--- src/design/tdq_pkg.sv ---
// Shared types and constants for the timer deadline queue.
`default_nettype none
package tdq_pkg;
   localparam logic [1:0] FUNC_ADD   = 2'd0;
   localparam logic [1:0] FUNC_CLEAR = 2'd1;
   localparam logic [1:0] FUNC_TICK  = 2'd2;
   localparam logic [1:0] FUNC_NOP   = 2'd3;

   localparam logic [1:0] ST_OK          = 2'd0;
   localparam logic [1:0] ST_FULL        = 2'd1;
   localparam logic [1:0] ST_NOT_FOUND   = 2'd2;
   localparam logic [1:0] ST_NOTHING_DUE = 2'd3;

   // Controller to datapath commands.
   typedef struct packed {
      logic load;     // capture the request item
      logic scan_clr; // restart the slot scan
      logic scan_step;// examine one slot
      logic apply;    // perform the operation
      logic rescan;   // restart scan for the earliest deadline
      logic finish;   // capture the result item
   } cmd_type;

   // Datapath to controller status.
   typedef struct packed {
      logic scan_done;
   } sts_type;
endpackage
`default_nettype wire

--- src/design/tdq_ctrl.sv ---
// Controller state machine of the timer deadline queue.
`default_nettype none
module tdq_ctrl (
   input  wire logic             clock,
   input  wire logic             reset,
   input  wire logic             req_tvalid,
   output logic                  req_tready,
   output logic                  rsp_tvalid,
   input  wire logic             rsp_tready,
   output tdq_pkg::cmd_type      cmd,
   input  wire tdq_pkg::sts_type sts
);
   typedef enum logic [5:0] {
      S_IDLE  = 6'b000001,
      S_SCAN  = 6'b000010,
      S_APPLY = 6'b000100,
      S_MIN   = 6'b001000,
      S_FIN   = 6'b010000,
      S_OUT   = 6'b100000
   } state_type;

   state_type state_ff, state_in;

   always_ff @(posedge clock) begin
      if (reset) state_ff <= S_IDLE;
      else       state_ff <= state_in;
   end

   // Accept a new item in idle, or while the output waits unless that output is still held.
   assign req_tready = !reset &&
                       ((state_ff == S_IDLE) || (state_ff == S_OUT && rsp_tready));
   assign rsp_tvalid = (state_ff == S_OUT);

   always_comb begin
      state_in = state_ff;
      cmd = '0;
      case (state_ff)
         S_IDLE: begin
            if (req_tvalid) begin
               cmd.load = 1'b1; cmd.scan_clr = 1'b1; state_in = S_SCAN;
            end
         end
         S_SCAN: begin
            cmd.scan_step = 1'b1;
            if (sts.scan_done) state_in = S_APPLY;
         end
         S_APPLY: begin
            cmd.apply = 1'b1; cmd.rescan = 1'b1; state_in = S_MIN;
         end
         S_MIN: begin
            cmd.scan_step = 1'b1;
            if (sts.scan_done) state_in = S_FIN;
         end
         S_FIN: begin
            cmd.finish = 1'b1; state_in = S_OUT;
         end
         S_OUT: begin
            if (rsp_tready) begin
               if (req_tvalid) begin
                  cmd.load = 1'b1; cmd.scan_clr = 1'b1; state_in = S_SCAN;
               end else begin
                  state_in = S_IDLE;
               end
            end
         end
         default: state_in = S_IDLE;
      endcase
   end
endmodule
`default_nettype wire

--- src/design/tdq_dpath.sv ---
// Slot store, scan unit and result registers of the timer deadline queue.
`default_nettype none
module tdq_dpath #(
   parameter int TIMER_SLOTS = 16
) (
   input  wire logic             clock,
   input  wire logic             reset,
   input  wire tdq_pkg::cmd_type cmd,
   output tdq_pkg::sts_type      sts,
   input  wire logic [1:0]       in_func,
   input  wire logic [63:0]      in_now,
   input  wire logic [63:0]      in_delay,
   input  wire logic             in_repeat,
   input  wire logic [31:0]      in_clear_id,
   output logic [1:0]            out_status,
   output logic [31:0]           out_timer_id,
   output logic                  out_fired,
   output logic [63:0]           out_next_deadline,
   output logic                  out_has_pending
);
   localparam int IW = (TIMER_SLOTS > 1) ? $clog2(TIMER_SLOTS) : 1;
   localparam int CW = $clog2(TIMER_SLOTS + 1);

   logic [63:0] deadline_ff [TIMER_SLOTS];
   logic [31:0] entry_id_ff [TIMER_SLOTS];
   logic [63:0] interval_ff [TIMER_SLOTS];
   logic [TIMER_SLOTS-1:0] valid_ff;
   logic [31:0] id_counter_ff;

   logic [1:0]  func_ff;
   logic [63:0] now_ff, delay_ff;
   logic        repeat_ff;
   logic [31:0] clear_id_ff;

   // Scan state: free slot, clear match and earliest slot found so far.
   logic [CW-1:0] cnt_ff;
   logic          free_hit_ff, match_hit_ff, best_hit_ff;
   logic [IW-1:0] free_idx_ff, match_idx_ff, best_idx_ff;
   logic [63:0]   best_dl_ff;
   logic [31:0]   best_id_ff;

   logic [1:0]  status_ff;
   logic [31:0] tid_ff;
   logic        fired_ff;

   logic [IW-1:0] cur;
   logic          better;
   logic [64:0]   sum;
   logic [63:0]   addend, sat;

   assign cur = cnt_ff[IW-1:0];
   assign sts.scan_done = (cnt_ff == CW'(TIMER_SLOTS - 1));
   assign better = !best_hit_ff || deadline_ff[cur] < best_dl_ff ||
                   (deadline_ff[cur] == best_dl_ff && entry_id_ff[cur] < best_id_ff);

   assign addend = (func_ff == tdq_pkg::FUNC_ADD) ? delay_ff : interval_ff[best_idx_ff];
   assign sum = {1'b0, now_ff} + {1'b0, addend};
   assign sat = sum[64] ? '1 : sum[63:0];

   always_ff @(posedge clock) begin
      if (cmd.load) begin
         func_ff <= in_func; now_ff <= in_now; delay_ff <= in_delay;
         repeat_ff <= in_repeat; clear_id_ff <= in_clear_id;
      end
      if (cmd.scan_clr || cmd.rescan) begin
         cnt_ff <= '0; free_hit_ff <= 1'b0; match_hit_ff <= 1'b0; best_hit_ff <= 1'b0;
      end else if (cmd.scan_step) begin
         cnt_ff <= sts.scan_done ? cnt_ff : cnt_ff + 1'b1;
         if (!valid_ff[cur] && !free_hit_ff) begin
            free_hit_ff <= 1'b1; free_idx_ff <= cur;
         end
         if (valid_ff[cur] && entry_id_ff[cur] == clear_id_ff && !match_hit_ff) begin
            match_hit_ff <= 1'b1; match_idx_ff <= cur;
         end
         if (valid_ff[cur] && better) begin
            best_hit_ff <= 1'b1; best_idx_ff <= cur;
            best_dl_ff <= deadline_ff[cur]; best_id_ff <= entry_id_ff[cur];
         end
      end
      if (cmd.apply) begin
         status_ff <= tdq_pkg::ST_OK; tid_ff <= '0; fired_ff <= 1'b0;
         case (func_ff)
            tdq_pkg::FUNC_ADD: begin
               if (!free_hit_ff) begin
                  status_ff <= tdq_pkg::ST_FULL;
               end else begin
                  deadline_ff[free_idx_ff] <= sat;
                  entry_id_ff[free_idx_ff] <= id_counter_ff + 32'd1;
                  interval_ff[free_idx_ff] <= repeat_ff ? delay_ff : '0;
                  tid_ff <= id_counter_ff + 32'd1;
               end
            end
            tdq_pkg::FUNC_CLEAR: begin
               if (!match_hit_ff) status_ff <= tdq_pkg::ST_NOT_FOUND;
            end
            tdq_pkg::FUNC_TICK: begin
               if (!best_hit_ff || best_dl_ff > now_ff) begin
                  status_ff <= tdq_pkg::ST_NOTHING_DUE;
               end else begin
                  tid_ff <= best_id_ff; fired_ff <= 1'b1;
                  if (interval_ff[best_idx_ff] != '0) deadline_ff[best_idx_ff] <= sat;
               end
            end
            default: ;
         endcase
      end
      if (cmd.finish) begin
         out_status <= status_ff; out_timer_id <= tid_ff; out_fired <= fired_ff;
         out_next_deadline <= best_hit_ff ? best_dl_ff : '0;
         out_has_pending <= best_hit_ff;
      end
   end

   // Control state: valid bits and the id sequence.
   always_ff @(posedge clock) begin
      if (reset) begin
         valid_ff <= '0; id_counter_ff <= '0;
      end else if (cmd.apply) begin
         case (func_ff)
            tdq_pkg::FUNC_ADD: begin
               if (free_hit_ff) begin
                  valid_ff[free_idx_ff] <= 1'b1; id_counter_ff <= id_counter_ff + 32'd1;
               end
            end
            tdq_pkg::FUNC_CLEAR: begin
               if (match_hit_ff) valid_ff[match_idx_ff] <= 1'b0;
            end
            tdq_pkg::FUNC_TICK: begin
               if (best_hit_ff && best_dl_ff <= now_ff && interval_ff[best_idx_ff] == '0)
                  valid_ff[best_idx_ff] <= 1'b0;
            end
            default: ;
         endcase
      end
   end
endmodule
`default_nettype wire

--- src/design/timer_deadline_queue.sv ---
// Top level of the timer deadline queue: controller plus datapath.
//
// Use: send one item on req_* (add, clear or tick); exactly one result
// item comes back on rsp_* with status, id, fired flag, the earliest pending
// deadline and a pending flag.
// Sequence: one slot is examined per cycle; after acceptance an item passes
// through a slot scan for free slot, clear match and earliest timer, an apply
// step, a second scan for the new earliest deadline, and a result capture.
// Items do not overlap: a new item is taken from idle, or in the same cycle
// the result of the last item is taken.
// Reset: all slots empty and the id sequence restarts, first id is 1.
// Stall: while rsp_tready is low the result holds and no new item enters.
`default_nettype none
module timer_deadline_queue #(
   parameter int TIMER_SLOTS = 16
) (
   input  wire logic         clock,
   input  wire logic         reset,
   input  wire logic         req_tvalid,
   output logic              req_tready,
   input  wire logic [167:0] req_tdata,  // func[1:0], now[65:2], delay[129:66],
                                         // repeat_mode[130], clear_id[162:131], zero
   output logic              rsp_tvalid,
   input  wire logic         rsp_tready,
   output logic [103:0]      rsp_tdata   // status[1:0], result_id[33:2], fired[34],
                                         // next_deadline[98:35], has_pending[99], zero
);
   tdq_pkg::cmd_type cmd;
   tdq_pkg::sts_type sts;
   logic [1:0]  status;
   logic [31:0] result_id;
   logic        fired;
   logic [63:0] next_deadline;
   logic        has_pending;

   tdq_ctrl u_ctrl (
      .clock(clock), .reset(reset),
      .req_tvalid(req_tvalid), .req_tready(req_tready),
      .rsp_tvalid(rsp_tvalid), .rsp_tready(rsp_tready),
      .cmd(cmd), .sts(sts)
   );

   tdq_dpath #(.TIMER_SLOTS(TIMER_SLOTS)) u_dpath (
      .clock(clock), .reset(reset), .cmd(cmd), .sts(sts),
      .in_func(req_tdata[1:0]), .in_now(req_tdata[65:2]),
      .in_delay(req_tdata[129:66]), .in_repeat(req_tdata[130]),
      .in_clear_id(req_tdata[162:131]),
      .out_status(status), .out_timer_id(result_id), .out_fired(fired),
      .out_next_deadline(next_deadline), .out_has_pending(has_pending)
   );

   assign rsp_tdata = {4'd0, has_pending, next_deadline, fired, result_id, status};
endmodule
`default_nettype wire
--- config.mk ---
export PLATFORM = sky130hd
export DESIGN_NAME = timer_deadline_queue
export DESIGN_NICKNAME = d
export VERILOG_FILES = /design/src/design/tdq_pkg.sv /design/src/design/tdq_ctrl.sv /design/src/design/tdq_dpath.sv /design/src/design/timer_deadline_queue.sv
export SDC_FILE = /design/constraint.sdc
export NUM_CORES = 2
export LEC_CHECK = 0
export BUFFER_PORTS_ARGS = -buffer_cell sky130_fd_sc_hd__clkbuf_2
export CAP_MARGIN = 0
export CELL_PAD_IN_SITES_DETAIL_PLACEMENT = 0
export CELL_PAD_IN_SITES_GLOBAL_PLACEMENT = 1
export CORE_MARGIN = 2
export CORE_UTILIZATION = 50
export DETAILED_ROUTE_END_ITERATION = 7
export GPL_TIMING_DRIVEN = 0
export PLACE_DENSITY = 0.8
export RECOVER_POWER = 25
export SYNTH_ARGS = -nofsm -noshare
export SYNTH_HDL_FRONTEND = slang
export SYNTH_SLANG_ARGS = --single-unit
--- constraint.sdc ---
create_clock -name clock -period 10.2 [get_ports clock]
set_clock_uncertainty 0.15 [all_clocks]
set_input_delay 1.02 -clock clock [delete_from_list [all_inputs] [get_ports clock]]
set_output_delay 1.02 -clock clock [all_outputs]
set_load 0.02 [all_outputs]
==> run_results.csv <==
group,metric,value,unit
outcome,status,"finished, violations left",
outcome,violations,"max-capacitance violations, max-slew violations",
sta,maxSlewViolCount,133,
sta,setup_viol,0,
logic_synthesis,yosys.area_share.simple,0.03360,
power_and_ir_drop,p_leak,45.72,nW
clocking,clk_pin_slew,60,ps
detailed_routing,drtIter0Drc,10410,
logic_synthesis,ys_seq_area_frac,0.7395,
detailed_routing,met3_length,39300,um
critical_path,worst_setup_path_start_kind,"flop",
floorplan,coreArea,243200,um^2
cells_and_area,final_cell_count_no_fill,10412,
cells_and_area,nets,7369,
detailed_routing,wl_met2,165600,um
detailed_routing,top_layer_used,"met5",
global_routing,grt_overflow,0,
logic_synthesis,synthArstFlopShare,0,
cells_and_area,area_delta_synth_final,15.20,%
clocking,root_buffer,"clkbuf_16",
detailed_routing,vias,67409,
logic_synthesis,synth_flop_cell,"edfxtp_1",
critical_path,criticalPathCategory,"flop to flop",
clocking,clock_path_buffers,4,
critical_path,end_kind,"flop",
floorplan,start_util,0.5030,
cells_and_area,multi_input_area,30200,um^2
cells_and_area,fillerInstances,17530,
detailed_routing,m1WireLength,131800,um
global_routing,grt_pass1_vias,65703,
logic_synthesis,synth_adder_area_share,0.02369,
logic_synthesis,synthDistinctLibCells,70,
logic_synthesis,synth_top_area_share,0.7280,
floorplan,dieWidth,498.6,um
floorplan,ios,278,
clocking,holdBufCountCts,0,
logic_synthesis,syn-instance-count,6212,
global_routing,grt_antenna_before_repair,20,
sta,period_needed,10110,ps
sta,fin_crit_sh,0.9909,
logic_synthesis,synth_edf_count,2966,
clocking,numCtsBuffers,327,
logic_synthesis,synth_area,122300,um^2
detailed_routing,post_drt_wl_per_cell,34.23,um
placed_design,gp_congestion,0.9435,
power_and_ir_drop,ir_worst_vdd,0.1823,mV
clocking,clock_latency,960,ps
detailed_routing,drtAntennaViolNets,0,
clocking,cts_setup_buffers,0,
sta,tightest_slew,3321,ps
detailed_routing,drt_wl_total,356400,um
clocking,htreeDepth,5,
logic_synthesis,synth_seq_cells,3036,
critical_path,worstPathMaxFanout,16,
placed_design,numPlacedInstances,9837,
logic_synthesis,synth_top_cells_by_count,"2966 x edfxtp_1, 741 x mux4_2, 269 x nand2_1, 230 x ha_1, 219 x clkbuf_1",
job,max-cap-violations,7,
placed_design,io_buffers,268,
floorplan,die_y,498.6,um
logic_synthesis,synth_most_common_cell,"edfxtp_1",
floorplan,dieArea,248600,um^2
global_routing,grt_usage,0.2838,
cells_and_area,ff_latch_area,90470,um^2
clocking,cts_tree,"done",
critical_path,cp.required,10510,ps
logic_synthesis,synth_xor_area_frac,0.01017,
logic_synthesis,synth_top_family_by_area,"multiplexers",
placed_design,dp_hpwl,243800,um
cells_and_area,drive_above_1_share,0.2199,
clocking,cts.sinks,3036,
logic_synthesis,synth-compound-area-share,0.03915,
logic_synthesis,muxShareOfSynthArea,0.1370,
sta,fmax,98.93,MHz
sta,finalHoldViolations,0,
cells_and_area,final_util,0.5794,
power_and_ir_drop,p_per_area,213.0,nW/um^2
global_routing,grt_max_degree,111,
detailed_routing,remaining_drc_errors,0,
detailed_routing,via_per_inst,6.474,
sta,rsz0062_at_grt,"false",
detailed_routing,drt_pass1_iterations,6,
min_path,hold_path.class,"input pin to flop",
sta,fin_setup_tns,0,ps
floorplan,num_rows,181,
sta,hold_ws,81.75,ps
critical_path,arrival,10420,ps
logic_synthesis,ys_warn_count,0,
logic_synthesis,yosys.area.top_type,"edfxtp_1",
logic_synthesis,syn_area_per_cell,19.69,um^2
logic_synthesis,synth_area_leaders,"edfxtp_1 73%, mux4_2 14%, ha_1 2.4%",
global_routing,grt_pass1_wl,495500,um
sta,slew-limit-headroom,-1.226,
path summary, 6_finish.rpt:
kind / slack, ps / cells after the start / start / to
worst max-delay path: 90 / 19 / flop / u_dpath.deadline_ff[10][45]$_DFFE_PP_
worst min-delay path: 80 / 1 / req_tdata[69] / u_dpath.delay_ff[3]$_DFFE_PP_
worst max register to register: 90 / 19 / flop / u_dpath.deadline_ff[10][45]$_DFFE_PP_
worst min register to register: 270 / 0 / u_dpath.tid_ff[12]$_DFFE_PP_ / u_dpath.out_timer_id[12]$_DFFE_PP_
state kept, by name (all words and copies together) (netlist names), 4 cells and up, named ones only:
name	count
u_dpath.best_dl_ff	64
u_dpath.best_id_ff	32
u_dpath.deadline_ff	1024
u_dpath.interval_ff	1024
u_dpath.best_idx_ff	4
u_dpath.match_idx_ff	4
u_dpath.valid_ff	16
u_dpath.tid_ff	32
u_ctrl.state_ff	6
u_dpath.clear_id_ff	32
u_dpath.now_ff	64
u_dpath.id_counter_ff	32
u_dpath.cnt_ff	5
u_dpath.out_timer_id	32
u_dpath.delay_ff	64
u_dpath.entry_id_ff	512
u_dpath.out_next_deadline	64
u_dpath.free_idx_ff	4
routing by layer:
metal | global-route usage | up-vias
met4 | 0.1372 | 10
met2 | 0.4386 | 4566
li1 | - | 27062
met3 | 0.06280 | 787
met5 | 0 | -
met1 | 0.3856 | 34984
stage by stage:
step	total power, W	setup WS [ps]	area, um^2
2_1_floorplan	0.01734	714.8	122300
3_3_place_gp	0.01876	-10080	127700
3_5_place_dp	0.01889	41.77	131000
4_1_cts	0.03003	17.61	141100
5_1_grt	0.03080	161.2	140900
6_report	0.03002	92.35	140900
worst max-delay path, stage by stage, from the launching register on:
cell	delay, ps
dfxtp_1	560
buf_2	400
buf_1	670
buf_1	840
mux4_2	410
a221oi_1	1050
o21ai_0	590
ha_1	540
nand4_1	230
nor3_1	90
a22o_1	190
a21oi_1	320
o211a_2	370
a21oi_1	160
o31ai_1	480
o31ai_1	220
a221oi_2	810
buf_6	250
clkbuf_1	630
nand2_1	630
power by group:
part / internal [W] / switching, W / total [W]
Clock: 0.00652 / 0.00478 / 0.0113
Sequential: 0.0146 / 0.000219 / 0.0149
Combinational: 0.00124 / 0.00263 / 0.00387
Total: 0.0224 / 0.00763 / 0.0300
layout by cell type (no fill, tap or decap), types with 86 or more instances in the layout:
cell	count
a21oi_1	144
buf_12	86
clkbuf_1	417
clkbuf_16	332
clkbuf_2	148
edfxtp_1	2966
ha_1	230
inv_1	185
mux4_2	741
nand2_1	269
nor2_1	187
o21ai_0	152
final cells by class:
type	count	area share
diodes	7	0.0001243
plain buffers	310	0.009615
clock buffers	409	0.06157
clock inverters	157	0.009588
inverters	188	0.005051
multi-input cells	2681	0.2142
flip-flops and latches	3036	0.6419
well taps	3202	0.02843
repair buffers	422	0.02948
repair_timing:
item,in CTS,in global routing
endpoints found under the hold margin,0,0
setup endpoints to repair,14,63
gates resized for setup,1,2
kinds of logic (layout without fill, tap and decap cells):
logic type / count (synthesis) / count (layout)
fa+ha+maj: 231 / 231
flops: 3036 / 3036
simple gates: 858 / 858
compound gates: 698 / 698
xor+xnor: 142 / 142
other cells: 1 / 11
mux: 748 / 748
buf+inv: 498 / 1486
Note: power is estimated with default switching activity, not from simulation.
